`src/rtl/accumulator_iterative_alu_assert.svh`:
```
// Assertion macros for the accumulating iterative ALU.
// Included by the top level; expects signals clk and rst in scope.
`ifndef ACCUMULATOR_ITERATIVE_ALU_ASSERT_SVH
`define ACCUMULATOR_ITERATIVE_ALU_ASSERT_SVH

// Same-cycle implication, disabled while reset is high
`define AIA_ASSERT_IMPLIES(name, ante, cons) \
  name: assert property (@(posedge clk) disable iff (rst) (ante) |-> (cons)) \
    else $error("aia assertion failed");

// Next-cycle implication, disabled while reset is high
`define AIA_ASSERT_NEXT(name, ante, cons) \
  name: assert property (@(posedge clk) disable iff (rst) (ante) |=> (cons)) \
    else $error("aia assertion failed");

`endif

```
`src/rtl/aia_pkg.sv`:
```
// Shared types and command codes for the accumulating iterative ALU.
// No dependencies; used by the channel interfaces and the top level.
package aia_pkg;

  // Fixed width of the operand and result fields on the channels
  localparam int FieldWidth = 32;

  typedef logic [2:0] cmd_t;

  localparam cmd_t CMD_ADD = 3'd0;
  localparam cmd_t CMD_SUB = 3'd1;
  localparam cmd_t CMD_MUL = 3'd2;
  localparam cmd_t CMD_DIV = 3'd3;
  localparam cmd_t CMD_MOD = 3'd4;
  localparam cmd_t CMD_POW = 3'd5;

endpackage

```
`src/rtl/aia_req_if.sv`:
```
// Command channel of the accumulating iterative ALU (valid/ready).
// Depends on aia_pkg for the command type and field width.
interface aia_req_if;
  import aia_pkg::*;

  logic                         valid;
  logic                         ready;
  cmd_t                         command;
  logic signed [FieldWidth-1:0] left_value;
  logic signed [FieldWidth-1:0] right_value;
  logic                         use_previous;

  modport source (output valid, command, left_value, right_value, use_previous,
                  input ready);
  modport sink   (input valid, command, left_value, right_value, use_previous,
                  output ready);
endinterface

```
`src/rtl/aia_rsp_if.sv`:
```
// Result channel of the accumulating iterative ALU (valid/ready).
// Depends on aia_pkg for the field width.
interface aia_rsp_if;
  import aia_pkg::*;

  logic                         valid;
  logic                         ready;
  logic signed [FieldWidth-1:0] result;
  logic                         error;

  modport source (output valid, result, error, input ready);
  modport sink   (input valid, result, error, output ready);
endinterface

```
`src/rtl/accumulator_iterative_alu.sv`:
```
// Accumulating iterative integer ALU, top level.
// Depends on aia_pkg, aia_req_if, aia_rsp_if, aia_addsub and the assert header.
//
// Usage: one command transaction on req (command, left_value, right_value,
// use_previous) gives one transaction on rsp (result, error). With
// use_previous set, the last successful result replaces left_value.
// All arithmetic wraps at DATA_WIDTH bits; operands are sign-extended or cut
// from 32 bits, results sign-extended or cut back to 32 bits.
// How each command is worked out, with W = DATA_WIDTH:
//   add, subtract, special cases, unused codes: directly, with no iteration
//   multiply: one shift-add step per multiplier bit
//   divide, modulus: one restoring step per dividend bit, W steps in all
//   power: square-and-multiply over the exponent bits; every square and every
//     multiply runs through the same bit-serial shift-add loop
// Every arithmetic step uses the single adder/subtractor that they share.
// req.ready is high only while no command is in work; the next command may
// be taken while a finished result still waits in the rsp register.
// If rsp is stalled, a newly finished result waits until the register frees.
// Divide or modulus with a non-positive divisor that cannot end returns
// error = 1, result = 0 and leaves the stored result untouched.
// Reset (rst, synchronous) clears the stored result and drops rsp.valid.
module accumulator_iterative_alu #(
  parameter int DATA_WIDTH = 32
) (
  input  logic      clk,
  input  logic      rst,
  aia_req_if.sink   req,
  aia_rsp_if.source rsp
);
  import aia_pkg::*;

`include "accumulator_iterative_alu_assert.svh"

  localparam int W    = DATA_WIDTH;
  localparam int CntW = $clog2(DATA_WIDTH);

  typedef enum logic [2:0] {S_IDLE, S_MUL, S_DIV, S_PWR, S_FINISH} state_t;
  typedef enum logic [1:0] {RET_OUT, RET_PACC, RET_PSQ} ret_t;

  state_t          state;
  ret_t            ret;
  cmd_t            cmd;
  logic [W-1:0]    opa;          // product / partial remainder
  logic [W-1:0]    opb;          // multiplicand / divisor
  logic [W-1:0]    opc;          // multiplier / dividend-quotient
  logic [W-1:0]    pacc;         // power accumulator
  logic [W-1:0]    psq;          // power running square
  logic [W-1:0]    pexp;         // remaining exponent bits
  logic [CntW-1:0] cnt;
  logic [W-1:0]    res;
  logic            res_err;
  logic            res_upd;
  logic [W-1:0]    prev_result;

  logic [W-1:0] a_op, b_op, div_shift;
  logic         b_pos, a_lt_b, fin_load;
  logic [W-1:0] add_a, add_b, add_sum;
  logic         add_sub, add_carry;

  // Operand conversion from the 32-bit fields
  assign a_op      = req.use_previous ? prev_result : W'(req.left_value);
  assign b_op      = W'(req.right_value);
  assign b_pos     = (b_op != '0) && !b_op[W-1];
  assign a_lt_b    = $signed(a_op) < $signed(b_op);
  assign div_shift = {opa[W-2:0], opc[W-1]};

  assign req.ready = (state == S_IDLE);
  assign fin_load  = (state == S_FINISH) && (!rsp.valid || rsp.ready);

  // Shared unit input selection
  always_comb begin
    add_a   = a_op;
    add_b   = b_op;
    add_sub = (req.command == CMD_SUB);
    unique case (state)
      S_MUL: begin
        add_a   = opa;
        add_b   = opb;
        add_sub = 1'b0;
      end
      S_DIV: begin
        add_a   = div_shift;
        add_b   = opb;
        add_sub = 1'b1;
      end
      default: ;
    endcase
  end

  aia_addsub #(.WIDTH(W)) u_addsub (
    .a     (add_a),
    .b     (add_b),
    .sub   (add_sub),
    .sum   (add_sum),
    .carry (add_carry)
  );

  // Sequencer, datapath registers and result register
  always_ff @(posedge clk) begin
    if (rst) begin
      state       <= S_IDLE;
      rsp.valid   <= 1'b0;
      prev_result <= '0;
    end else begin
      // Output valid: set on load, cleared once taken
      if (fin_load) begin
        rsp.valid <= 1'b1;
      end else if (rsp.ready) begin
        rsp.valid <= 1'b0;
      end
      unique case (state)
        S_IDLE: begin
          if (req.valid) begin
            cmd     <= req.command;
            res_err <= 1'b0;
            res_upd <= 1'b1;
            state   <= S_FINISH;
            unique case (req.command)
              CMD_ADD, CMD_SUB: res <= add_sum;
              CMD_MUL: begin
                if (b_pos) begin
                  opa   <= '0;
                  opb   <= a_op;
                  opc   <= b_op;
                  ret   <= RET_OUT;
                  state <= S_MUL;
                end else begin
                  res <= '0;
                end
              end
              CMD_DIV, CMD_MOD: begin
                if (a_lt_b) begin
                  res <= (req.command == CMD_DIV) ? '0 : a_op;
                end else if (!b_pos) begin
                  // repeated subtraction would never end
                  res     <= '0;
                  res_err <= 1'b1;
                  res_upd <= 1'b0;
                end else begin
                  opa   <= '0;
                  opb   <= b_op;
                  opc   <= a_op;
                  cnt   <= CntW'(W - 1);
                  state <= S_DIV;
                end
              end
              CMD_POW: begin
                if (b_pos) begin
                  pacc  <= W'(1);
                  psq   <= a_op;
                  pexp  <= b_op;
                  state <= S_PWR;
                end else begin
                  res <= W'(1);
                end
              end
              default: begin
                // unused codes echo the stored result
                res     <= prev_result;
                res_upd <= 1'b0;
              end
            endcase
          end
        end

        // Shift-add multiply, one multiplier bit per cycle
        S_MUL: begin
          if (opc == '0) begin
            unique case (ret)
              RET_PACC: begin
                pacc  <= opa;
                state <= S_PWR;
              end
              RET_PSQ: begin
                psq   <= opa;
                state <= S_PWR;
              end
              default: begin
                res   <= opa;
                state <= S_FINISH;
              end
            endcase
          end else begin
            if (opc[0]) opa <= add_sum;
            opb <= opb << 1;
            opc <= opc >> 1;
          end
        end

        // Restoring division, one quotient bit per cycle
        S_DIV: begin
          opa <= add_carry ? add_sum : div_shift;
          opc <= {opc[W-2:0], add_carry};
          cnt <= cnt - 1'b1;
          if (cnt == '0) begin
            res   <= (cmd == CMD_DIV) ? {opc[W-2:0], add_carry}
                                      : (add_carry ? add_sum : div_shift);
            state <= S_FINISH;
          end
        end

        // Square-and-multiply, exponent consumed from the low end
        S_PWR: begin
          priority if (pexp[0]) begin
            opa     <= '0;
            opb     <= pacc;
            opc     <= psq;
            ret     <= RET_PACC;
            pexp[0] <= 1'b0;
            state   <= S_MUL;
          end else if (pexp == '0) begin
            res   <= pacc;
            state <= S_FINISH;
          end else begin
            opa   <= '0;
            opb   <= psq;
            opc   <= psq;
            ret   <= RET_PSQ;
            pexp  <= pexp >> 1;
            state <= S_MUL;
          end
        end

        // Hand the result over once the output register is free
        S_FINISH: begin
          if (fin_load) begin
            rsp.result <= 32'($signed(res));
            rsp.error  <= res_err;
            if (res_upd) prev_result <= res;
            state <= S_IDLE;
          end
        end

        default: state <= S_IDLE;
      endcase
    end
  end

  `AIA_ASSERT_IMPLIES(a_err_zero, rsp.valid && rsp.error, rsp.result == '0)
  `AIA_ASSERT_NEXT(a_busy_after_accept, req.valid && req.ready, !req.ready)
  `AIA_ASSERT_NEXT(a_err_keeps_prev, fin_load && res_err, prev_result == $past(prev_result))
  `AIA_ASSERT_NEXT(a_load_shows, fin_load, rsp.valid)

endmodule

```
`src/rtl/aia_addsub.sv`:
```
// Shared adder/subtractor used by every arithmetic step of the ALU.
// Standalone; instantiated by accumulator_iterative_alu.
module aia_addsub #(
  parameter int WIDTH = 32
) (
  input  logic [WIDTH-1:0] a,
  input  logic [WIDTH-1:0] b,
  input  logic             sub,
  output logic [WIDTH-1:0] sum,
  output logic             carry
);
  logic [WIDTH-1:0] b_eff;

  // Subtract as a + ~b + 1; carry high means no borrow (a >= b unsigned)
  assign b_eff = sub ? ~b : b;
  assign {carry, sum} = {1'b0, a} + {1'b0, b_eff} + {{WIDTH{1'b0}}, sub};
endmodule

```
`src/flat_wrapper.sv`:
```
// flat-port wrapper written by rule: the top's interface ports become plain ports
module accumulator_iterative_alu_flat import aia_pkg::*;
#(
  parameter int DATA_WIDTH = 32
)
  (clk, rst, req_valid, req_command, req_left_value, req_right_value, req_use_previous, req_ready, rsp_valid, rsp_result, rsp_error, rsp_ready);
  aia_req_if req_i ();
  aia_rsp_if rsp_i ();
  input  logic clk;
  input  logic rst;
  input wire logic [$bits(req_i.valid)-1:0] req_valid;
  input wire logic [$bits(req_i.command)-1:0] req_command;
  input wire logic [$bits(req_i.left_value)-1:0] req_left_value;
  input wire logic [$bits(req_i.right_value)-1:0] req_right_value;
  input wire logic [$bits(req_i.use_previous)-1:0] req_use_previous;
  output wire logic [$bits(req_i.ready)-1:0] req_ready;
  output wire logic [$bits(rsp_i.valid)-1:0] rsp_valid;
  output wire logic [$bits(rsp_i.result)-1:0] rsp_result;
  output wire logic [$bits(rsp_i.error)-1:0] rsp_error;
  input wire logic [$bits(rsp_i.ready)-1:0] rsp_ready;
  assign req_i.valid = req_valid;
  assign req_i.command = req_command;
  assign req_i.left_value = req_left_value;
  assign req_i.right_value = req_right_value;
  assign req_i.use_previous = req_use_previous;
  assign req_ready = req_i.ready;
  assign rsp_valid = rsp_i.valid;
  assign rsp_result = rsp_i.result;
  assign rsp_error = rsp_i.error;
  assign rsp_i.ready = rsp_ready;
  accumulator_iterative_alu #(.DATA_WIDTH(DATA_WIDTH)) u_core (.clk(clk), .rst(rst), .req(req_i), .rsp(rsp_i));
endmodule
```
`config.mk`:
```
export PLATFORM = sky130hd
export DESIGN_NAME = accumulator_iterative_alu_flat
export DESIGN_NICKNAME = d
export VERILOG_FILES = /design/src/rtl/aia_pkg.sv /design/src/rtl/aia_req_if.sv /design/src/rtl/aia_rsp_if.sv /design/src/rtl/accumulator_iterative_alu.sv /design/src/rtl/aia_addsub.sv /design/src/flat_wrapper.sv
export VERILOG_INCLUDE_DIRS = /design/src /design/src/rtl
export SDC_FILE = /design/constraint.sdc
export NUM_CORES = 1
export LEC_CHECK = 0
export ABC_AREA = 1
export BUFFER_PORTS_ARGS = -buffer_cell sky130_fd_sc_hd__buf_2
export CAP_MARGIN = 20
export CORE_ASPECT_RATIO = 0.5
export CORE_MARGIN = 4
export CORE_UTILIZATION = 25
export DETAILED_ROUTE_END_ITERATION = 7
export PLACE_DENSITY = 0.45
export SETUP_SLACK_MARGIN = 0.4
export SYNTH_ARGS = -nofsm -noshare
export SYNTH_HDL_FRONTEND = slang
export SYNTH_SLANG_ARGS = --single-unit
```
`constraint.sdc`:
```
create_clock -name clk -period 8.2 [get_ports clk]
set_input_delay 1.23 -clock clk [delete_from_list [all_inputs] [get_ports clk]]
set_output_delay 1.23 -clock clk [all_outputs]
set_load 0.05 [all_outputs]
```
==> results of run 1 <==
[metrics by stage]
| step | power [mW] | util [%] | setup slack (ns) | area [um2] | hold slack (ns) |
|---|---|---|---|---|---|
| floorplan | 3.01 | - | 2.06 | 20200 | 0.400 |
| global placement | 3.57 | 27.5 | 2.17 | 21900 | 0.420 |
| detailed placement | 3.57 | 27.5 | 2.16 | 21900 | 0.424 |
| CTS | 5.14 | 28.8 | 2.38 | 22900 | 0.440 |
| global route | 5.39 | 28.8 | 1.93 | 22900 | 0.449 |
| finish | 5.13 | 28.8 | 2.01 | 22900 | 0.434 |
[registers in the layout (all words and copies together) (netlist names), 2 cells and up]
name / flops
u_core.opa: 32
u_core.psq: 32
u_core.cmd: 3
u_core.rsp.result: 32
u_core.opb: 32
u_core.opc: 32
u_core.res: 32
u_core.pexp: 32
u_core.ret: 2
u_core.pacc: 32
u_core.state: 3
u_core.prev_result: 32
u_core.cnt: 5
[cell families (layout without fill, tap and decap cells)]
family | count (synthesis) | in the layout | synth area share, %
DFF | 305 | 305 | 43.6
buffers and inverters | 434 | 502 | 8.25
xor gates and xnor gates | 51 | 51 | 2.25
adders and majority gates | 68 | 68 | 4.26
and+or+nand+nor | 1080 | 1080 | 22.8
AOI/OAI and AO/OA | 624 | 624 | 18.8
[routing by layer]
metal,up-vias,GRT usage [%],wire length (um)
met5,-,0,0
met2,788,35.0,42800
li1,8981,-,-
met3,222,2.23,4620
met1,9519,25.8,37800
met4,0,12.2,6000
[report_power, final]
part / internal, mW / switching, mW
registers: 1.84 / 0.0702
clock network: 0.848 / 0.717
logic: 0.469 / 1.19
[cell type report]
| class | instances | area [um2] | area share (%) |
|---|---|---|---|
| clock inverter | 18 | 131 | 0.573 |
| sequential | 305 | 8800 | 38.4 |
| clock buffer | 43 | 936 | 4.08 |
| inverter | 297 | 1120 | 4.87 |
| multi-input combinational | 1823 | 9770 | 42.6 |
| tap | 1087 | 1360 | 5.93 |
| timing repair buffer | 144 | 828 | 3.61 |
[cells in the mapped netlist, types with 3 or more instances]
| cell type | n |
|---|---|
| or2_1 | 4 |
| o221ai_1 | 45 |
| a22o_1 | 4 |
| nand2_2 | 11 |
| or2_2 | 6 |
| xor2_1 | 42 |
| nor2_2 | 3 |
| a31oi_1 | 13 |
| a211oi_1 | 34 |
| o21a_1 | 3 |
| nor3_1 | 16 |
| a21o_1 | 9 |
| nor2_1 | 223 |
| nor2_4 | 4 |
| ha_1 | 67 |
| a21oi_1 | 162 |
| nand3b_1 | 14 |
| nand4_1 | 37 |
| clkbuf_1 | 97 |
| a22oi_1 | 17 |
| xnor2_1 | 8 |
| nor4_1 | 27 |
| buf_4 | 3 |
| a21boi_0 | 3 |
| nand3_1 | 131 |
| inv_1 | 289 |
| o2111ai_1 | 22 |
| inv_2 | 7 |
| o211ai_1 | 20 |
| o21ai_0 | 233 |
| buf_2 | 11 |
| a32oi_1 | 11 |
| dfxtp_1 | 36 |
| edfxtp_1 | 269 |
| o21bai_1 | 14 |
| a221oi_1 | 5 |
| nand2_4 | 3 |
| o22ai_1 | 15 |
| o21ai_1 | 5 |
| buf_1 | 25 |
| nand2_1 | 594 |
[worst paths after layout]
check	from	to	slack, ns	cells past startpoint
min	u_core.res_err	u_core.rsp.error	0.43	0
max reg2reg	u_core.state[2]	u_core.res[22]	2.01	20
max	u_core.state[2]	u_core.res[22]	2.01	20
min reg2reg	u_core.res_err	u_core.rsp.error	0.43	0
==> results.json, run 1 <==
{
  "port_buffers": 106,
  "report.final.slew_viol_count": 0,
  "die_y_um": 209,
  "grt_pass1_wl_mm": 132,
  "crit_top_cell": "nand2_1",
  "grt_pass1_vias": 19288,
  "netlist_area_um2": 20200,
  "hold_viol": 0,
  "hold_buffers": 0,
  "fin_tns_setup_ns": 0,
  "finalNonFillerCells": 3717,
  "antenna_found_initial": 1,
  "clock_sinks": 305,
  "fin_crit_sh_pct": 75.5,
  "drv_cap": 0,
  "worstMarginPinSlew_ns": 1.11,
  "crit_family": "simple AND/OR/NAND/NOR gates",
  "path_class": "reg2reg",
  "run_status": "finished, final reports clean",
  "vias": 19510,
  "final_common_cell": "nand2_1",
  "cts_tree": "built",
  "drt_wl_total_mm": 91.3,
  "post_cts_buffers": 0,
  "async_reset_ff_share_pct": 0,
  "dpl.cell_count": 3656,
  "yosysUniqueCellTypes": 58,
  "mostFrequentLayoutCells": "nand2_1 (591), inv_1 (285), edfxtp_1 (269), o21ai_0 (233), nor2_1 (219)",
  "cts_buffer_depth": 3,
  "fmax_ghz": 0.162,
  "cts_root_buf": "clkbuf_16",
  "fin_nets": 2746,
  "rows": 73,
  "holdCritPathClass": "reg2reg",
  "antenna_left": 0,
  "clock_latency_ns": 0.59,
  "n_fill_cell": 8747,
  "dp_hpwl_mm": 67.4,
  "synth-seq-cells": 305,
  "dr.pass1.iters": 6,
  "power_density_nw_per_um2": 224,
  "slowest_delay_ns": 0.75,
  "synthCells": 2562,
  "rsz0062_at_grt": "no",
  "wl_per_cell_um": 24.6,
  "fp.coreArea_um2": 79600,
  "drtIter0Drc": 1739,
  "synth.largest_area_cell": "edfxtp_1",
  "crit_buf_inv": 1,
  "worstPathRequired_ns": 8.52,
  "p_leak_nw": 9.13,
  "maxSlewHeadroom_pct": 26.3,
  "drc_errors": 0,
  "syn_avg_cell_area_um2": 7.87,
  "cp.arrival_ns": 6.51,
  "ctsResizeCount": 0,
  "cts.htree.levels": 2,
  "io_pins": 107,
  "grt_overflow_total": 0,
  "setup_viol": 0,
  "cp-end-kind": "flop",
  "grt_max_degree": 87,
  "gp_congestion": 0.987,
  "ir_drop_mv": 0.106,
  "synthFlopType": "edfxtp_1",
  "final_layout_size_suffix_gt1_share_pct": 9.66,
  "synth_area_leaders": "edfxtp_1 (40%), nand2_1 (11%), o21ai_0 (5.8%), inv_1 (5.4%), ha_1 (4.2%)",
  "seq_area_frac_synth_pct": 43.6,
  "yosysWarnings": 0,
  "path_cells": "nor2_4, nand2_4, nand2_4, o21ai_0, xor2_1, ha_1, nand2_1, inv_1, nand2_1, nor2_1, nand4_1, nand3_1, nor2_1, nor2_1, nand2_1, and2_1, nand2_1, o211ai_1, a21oi_1, nand2_1",
  "track_usage_pct": 20.8,
  "die_x_um": 410,
  "initial_core_util_pct": 25.3,
  "cts.reportedPaths.clkPinSlew_ns": 0.07,
  "layout_min_cycle_time_ns": 6.19,
  "synth-edff-count": 269,
  "worstPathMaxFanout": 83,
  "fin_skew_ns": 0.0279,
  "critPathLaunchType": "flop",
  "antenna_cells": 0,
  "area_growth_pct": 13.8,
  "post-synth-top-area-fraction_pct": 40.1,
  "syn-num-nets": 2702,
  "die_area_um2": 85500,
  "cp_slowest_cell": "o21ai_0",
  "cts_buffers": 35,
  "via_per_inst": 5.25
}
Note: power is estimated with default switching activity, not from simulation.
==> run 2: changes to the inputs <==
==> constraint.sdc (replaced) <==
create_clock -name clk -period 6.5 [get_ports clk]
set_input_delay 0.975 -clock clk [delete_from_list [all_inputs] [get_ports clk]]
set_output_delay 0.975 -clock clk [all_outputs]
set_load 0.05 [all_outputs]
==> run 2 against run 1 <==
Routed wire length is 0.87% higher; cell area rose by 0.91%; cell count rose by 0.32%; maximum frequency is 13% higher; critical endpoint is now u_core.res[28]; largest cell class unchanged.
==> results.json, run 2 (same netlist as run 1, synthesis figures left out) <==
{
  "hold_viol": 0,
  "final_common_cell": "nand2_1",
  "cts_buffers": 36,
  "critPathLaunchType": "flop",
  "cp.arrival_ns": 5.77,
  "fin_skew_ns": 0.0300,
  "grt_overflow_total": 0,
  "cts_buffer_depth": 3,
  "worstPathRequired_ns": 6.81,
  "post_cts_buffers": 0,
  "via_per_inst": 5.18,
  "path_depth": 19,
  "crit_buf_inv": 4,
  "wl_per_cell_um": 24.7,
  "die_x_um": 410,
  "slowest_delay_ns": 0.47,
  "dpl.cell_count": 3668,
  "seq_area_um2": 8800,
  "grt_pass1_vias": 19037,
  "area_growth_pct": 14.8,
  "power_density_nw_per_um2": 286,
  "combPwrFrac_pct": 32.3,
  "vias": 19330,
  "path_class": "reg2reg",
  "cts.htree.levels": 2,
  "ir_drop_mv": 0.156,
  "final_layout_size_suffix_gt1_share_pct": 10.0,
  "min_path_cells": 0,
  "dp_hpwl_mm": 68.3,
  "antenna_found_initial": 2,
  "holdCritPathClass": "reg2reg",
  "fp.coreArea_um2": 79600,
  "drc_errors": 0,
  "setup_viol": 0,
  "grt_pass1_wl_mm": 133,
  "track_usage_pct": 20.9,
  "initial_core_util_pct": 25.3,
  "path_cells": "inv_2, nand3_4, nand2_4, buf_12, buf_4, o221ai_1, ha_1, nand2_1, nor2_1, inv_1, nor3_2, nand3_1, nand3_1, a21boi_0, or2_1, nand3_1, nand3_1, a21oi_1, nand2_1",
  "drt_wl_total_mm": 92.1,
  "cts.reportedPaths.clkPinSlew_ns": 0.06,
  "mostFrequentLayoutCells": "nand2_1 (592), inv_1 (286), edfxtp_1 (269), o21ai_0 (233), nor2_1 (219)",
  "worstPathMaxFanout": 47,
  "cp_slowest_cell": "ha_1",
  "multi_input_area_um2": 9760,
  "fin_nets": 2759,
  "clock_sinks": 305,
  "drv_cap": 0,
  "fin_crit_sh_pct": 84.0,
  "cts_tree": "built",
  "die_y_um": 209,
  "drtIter0Drc": 1753,
  "port_buffers": 106,
  "antenna_left": 0,
  "report.final.slew_viol_count": 0,
  "rows": 73,
  "hold_buffers": 0,
  "p_leak_nw": 9.23,
  "ctsResizeCount": 0,
  "p_seq_share_pct": 36.4,
  "finalNonFillerCells": 3729,
  "layout_min_cycle_time_ns": 5.46,
  "n_fill_cell": 8744,
  "clockPowerShare_pct": 31.3,
  "dr.pass1.iters": 5,
  "fin_tns_setup_ns": 0,
  "clock_latency_ns": 0.58,
  "io_pins": 107,
  "fmax_ghz": 0.183,
  "die_area_um2": 85500,
  "crit_family": "simple AND/OR/NAND/NOR gates",
  "maxSlewHeadroom_pct": 30.0,
  "crit_top_cell": "nand3_1",
  "cts_root_buf": "clkbuf_16",
  "switching_share_pct": 38.3,
  "total_power_mw": 6.62,
  "grt_max_degree": 136,
  "worstMarginPinSlew_ns": 1.05,
  "ff2ff_path_depth": 19,
  "run_status": "finished, final reports clean",
  "gp_congestion": 0.970,
  "p_sw_mw": 2.53,
  "intPower_mw": 4.08,
  "cp-end-kind": "flop",
  "rsz0062_at_grt": "no"
}
## run 2: cell count changes in the layout (fill, tap and decap cells not counted), sizes merged
| cell | before | now |
|---|---|---|
| clkinv | 14 | 11 |
| bufinv | 1 | 2 |
| diode | 0 | 1 |
| buf | 144 | 156 |
| inv | 299 | 297 |
| clkbuf | 43 | 46 |
## run 2: worst reg2reg max path, stage by stage (launching register included)
cell	delay (ns)
dfxtp_1	0.38
inv_2	0.44
nand3_4	0.40
nand2_4	0.35
buf_12	0.27
buf_4	0.32
o221ai_1	0.13
ha_1	0.47
nand2_1	0.18
nor2_1	0.20
inv_1	0.14
nor3_2	0.35
nand3_1	0.25
nand3_1	0.23
a21boi_0	0.14
or2_1	0.25
nand3_1	0.15
nand3_1	0.10
a21oi_1	0.33
nand2_1	0.09
## run 2: path summary, 6_finish.rpt
check                       start               end  slack, ns
setup / recovery  u_core.state[1]    u_core.res[28]       1.04
hold / removal     u_core.res_err  u_core.rsp.error       0.42
setup reg to reg  u_core.state[1]    u_core.res[28]       1.04
hold reg to reg    u_core.res_err  u_core.rsp.error       0.42
## run 2: routing by layer
metal  global-route usage, %  routed length [um]
met1                    26.3               38200
met2                    35.4               43800
met3                    2.51                4970
met4                    10.7                5150
met5                       0                   0
## run 2: power by group through the flow
stage               sequential [mW]  combinational (mW)  clock, mW
finish                         2.41                2.14       2.07
global placement               2.45                2.11          0
detailed placement             2.45                2.11          0
CTS                            2.41                2.12       2.11
global route                   2.42                2.35       2.19
floorplan                      2.46                1.34          0
## run 2: cell type report
type                            count  share of cell area (%)
Multi-Input combinational cell   1823                    42.2
Sequential cell                   305                    38.0
Tap cell                         1087                    5.88
Inverter                          297                    4.83
Clock buffer                       46                    4.27
Timing Repair Buffer              156                    4.24
Clock inverter                     14                   0.578
Antenna cell                        1                  0.0108
## run 2: per-stage QoR
step	cell area [um2]	util [%]	hold slack (ns)	setup slack, ns
2_1_floorplan	20200	-	0.400	0.614
3_3_place_gp	22000	27.6	0.405	0.595
3_5_place_dp	22000	27.6	0.407	0.720
4_1_cts	23100	29.1	0.422	1.18
5_1_grt	23100	29.1	0.443	0.851
6_report	23100	29.1	0.418	1.04
==> run 3: changes to the inputs <==
==> constraint.sdc (replaced) <==
create_clock -name clk -period 5.33 [get_ports clk]
set_input_delay 0.7995 -clock clk [delete_from_list [all_inputs] [get_ports clk]]
set_output_delay 0.7995 -clock clk [all_outputs]
set_load 0.05 [all_outputs]
==> run 3 against run 2 <==
Utilization rose by 0.50 points; combinational power rose by 28%; via count rose by 1.1%; register-to-register slack got worse by 0.27 ns; critical endpoint is now u_core.res[31].
==> results.json, run 3 (same netlist as run 1, synthesis figures left out) <==
{
  "cp.arrival_ns": 5.18,
  "cts.reportedPaths.clkPinSlew_ns": 0.06,
  "path_class": "in2reg",
  "fin_crit_sh_pct": 91.6,
  "antenna_found_initial": 1,
  "min_from": "u_core.res_err",
  "cts_tree": "built",
  "power_density_nw_per_um2": 345,
  "antenna_left": 0,
  "final_common_cell": "nand2_1",
  "grt_overflow_total": 0,
  "path_cells": "buf_2, buf_12, o21ai_0, inv_1, ha_1, nand2_1, nor2_1, nand4_1, nor4_1, nand2_1, nand2_1, nand2_1, nand3_1, nand2_1, buf_12, buf_4, nand2_1, nand3_1, nand2_1, nand3_1",
  "cts_root_buf": "clkbuf_16",
  "grt_pass1_wl_mm": 133,
  "multi_input_area_um2": 9770,
  "drtIter0Drc": 1747,
  "cts_buffers": 36,
  "dr.pass1.iters": 7,
  "run_status": "finished, final reports clean",
  "maxSlewHeadroom_pct": 28.9,
  "die_x_um": 410,
  "place_area_um2": 22400,
  "hold_buffers": 0,
  "port_buffers": 106,
  "final_area_um2": 23500,
  "cp-end-kind": "flop",
  "final_layout_size_suffix_gt1_share_pct": 11.8,
  "via_per_inst": 5.17,
  "drt_wl_total_mm": 91.6,
  "dp_hpwl_mm": 68.9,
  "drv_cap": 0,
  "clock_latency_ns": 0.57,
  "hold_viol": 0,
  "total_power_mw": 8.12,
  "rsz0062_at_grt": "no",
  "n_fill_cell": 8675,
  "rows": 73,
  "grt_max_degree": 87,
  "io_pins": 107,
  "slowest_delay_ns": 0.87,
  "crit_top_cell": "nand2_1",
  "die_y_um": 209,
  "setup_viol": 0,
  "clock_sinks": 305,
  "grt_pass1_vias": 19352,
  "critPathLaunchType": "input port",
  "cp_slowest_cell": "o21ai_0",
  "cts.htree.levels": 2,
  "drc_errors": 0,
  "layout_min_cycle_time_ns": 4.88,
  "antenna_cells": 0,
  "mostFrequentLayoutCells": "nand2_1 (592), inv_1 (285), edfxtp_1 (269), o21ai_0 (233), nor2_1 (219)",
  "area_growth_pct": 16.8,
  "ir_drop_mv": 0.160,
  "fmax_ghz": 0.205,
  "gp_congestion": 0.974,
  "ctsResizeCount": 0,
  "initial_core_util_pct": 25.3,
  "holdCritPathClass": "reg2reg",
  "seq_area_um2": 8800,
  "die_area_um2": 85500,
  "fp.coreArea_um2": 79600,
  "worstPathMaxFanout": 66,
  "fin_nets": 2810,
  "wl_per_cell_um": 24.2,
  "fin_skew_ns": 0.0223,
  "cts_buffer_depth": 3,
  "crit_start": "req_use_previous",
  "track_usage_pct": 20.8,
  "fin_tns_setup_ns": 0,
  "worstMarginPinSlew_ns": 1.05,
  "worstPathRequired_ns": 5.63,
  "p_leak_nw": 9.49,
  "post_cts_buffers": 0,
  "report.final.slew_viol_count": 0,
  "rr_startpoint": "u_core.state[0]",
  "vias": 19549
}
[run 3: worst max-delay path, delay by kind of cell]
family	cells	cell delay, ns
AND/OR/NAND/NOR	13	2.06
buffers and inverters	5	0.97
AO/OA/AOI/OAI	1	0.87
adder cells (fa/ha/maj)	1	0.36
[run 3: through the flow]
stage | setup slack [ns] | cells | utilization (%) | hold slack, ns
CTS | 0.704 | 3780 | 29.5 | 0.434
global route | 0.447 | 3781 | 29.6 | 0.442
global placement | 0.149 | 3718 | 28.1 | 0.424
floorplan | -0.380 | 2562 | - | 0.400
detailed placement | 0.137 | 3718 | 28.1 | 0.427
finish | 0.448 | 3781 | 29.6 | 0.434
[run 3: final cells by class]
type | count | area share [%]
Multi-Input combinational cell | 1823 | 41.5
Clock inverter | 14 | 0.298
Sequential cell | 305 | 37.4
Inverter | 297 | 4.75
Clock buffer | 48 | 4.36
Tap cell | 1087 | 5.78
Timing Repair Buffer | 207 | 5.93
[run 3: path summary, 6_finish.rpt]
path                            slack [ns]               end  cells past startpoint
worst max-delay path                  0.45    u_core.res[31]                     20
worst min-delay path                  0.43  u_core.rsp.error                      0
worst max register to register        0.77    u_core.res[15]                     20
worst min register to register        0.43  u_core.rsp.error                      0
[run 3: report_power, final]
part	total, mW	switching, mW	internal [mW]
combinational	2.73	1.87	0.853
clock	2.45	1.10	1.35
sequential	2.94	0.109	2.83
[run 3: routing by layer]
| metal | vias up | track usage, % | wire (um) |
|---|---|---|---|
| li1 | 9093 | - | - |
| met1 | 9542 | 26.1 | 38300 |
| met2 | 734 | 36.3 | 44400 |
| met3 | 180 | 2.43 | 4850 |
| met4 | 0 | 8.50 | 4070 |
| met5 | - | 0 | 0 |
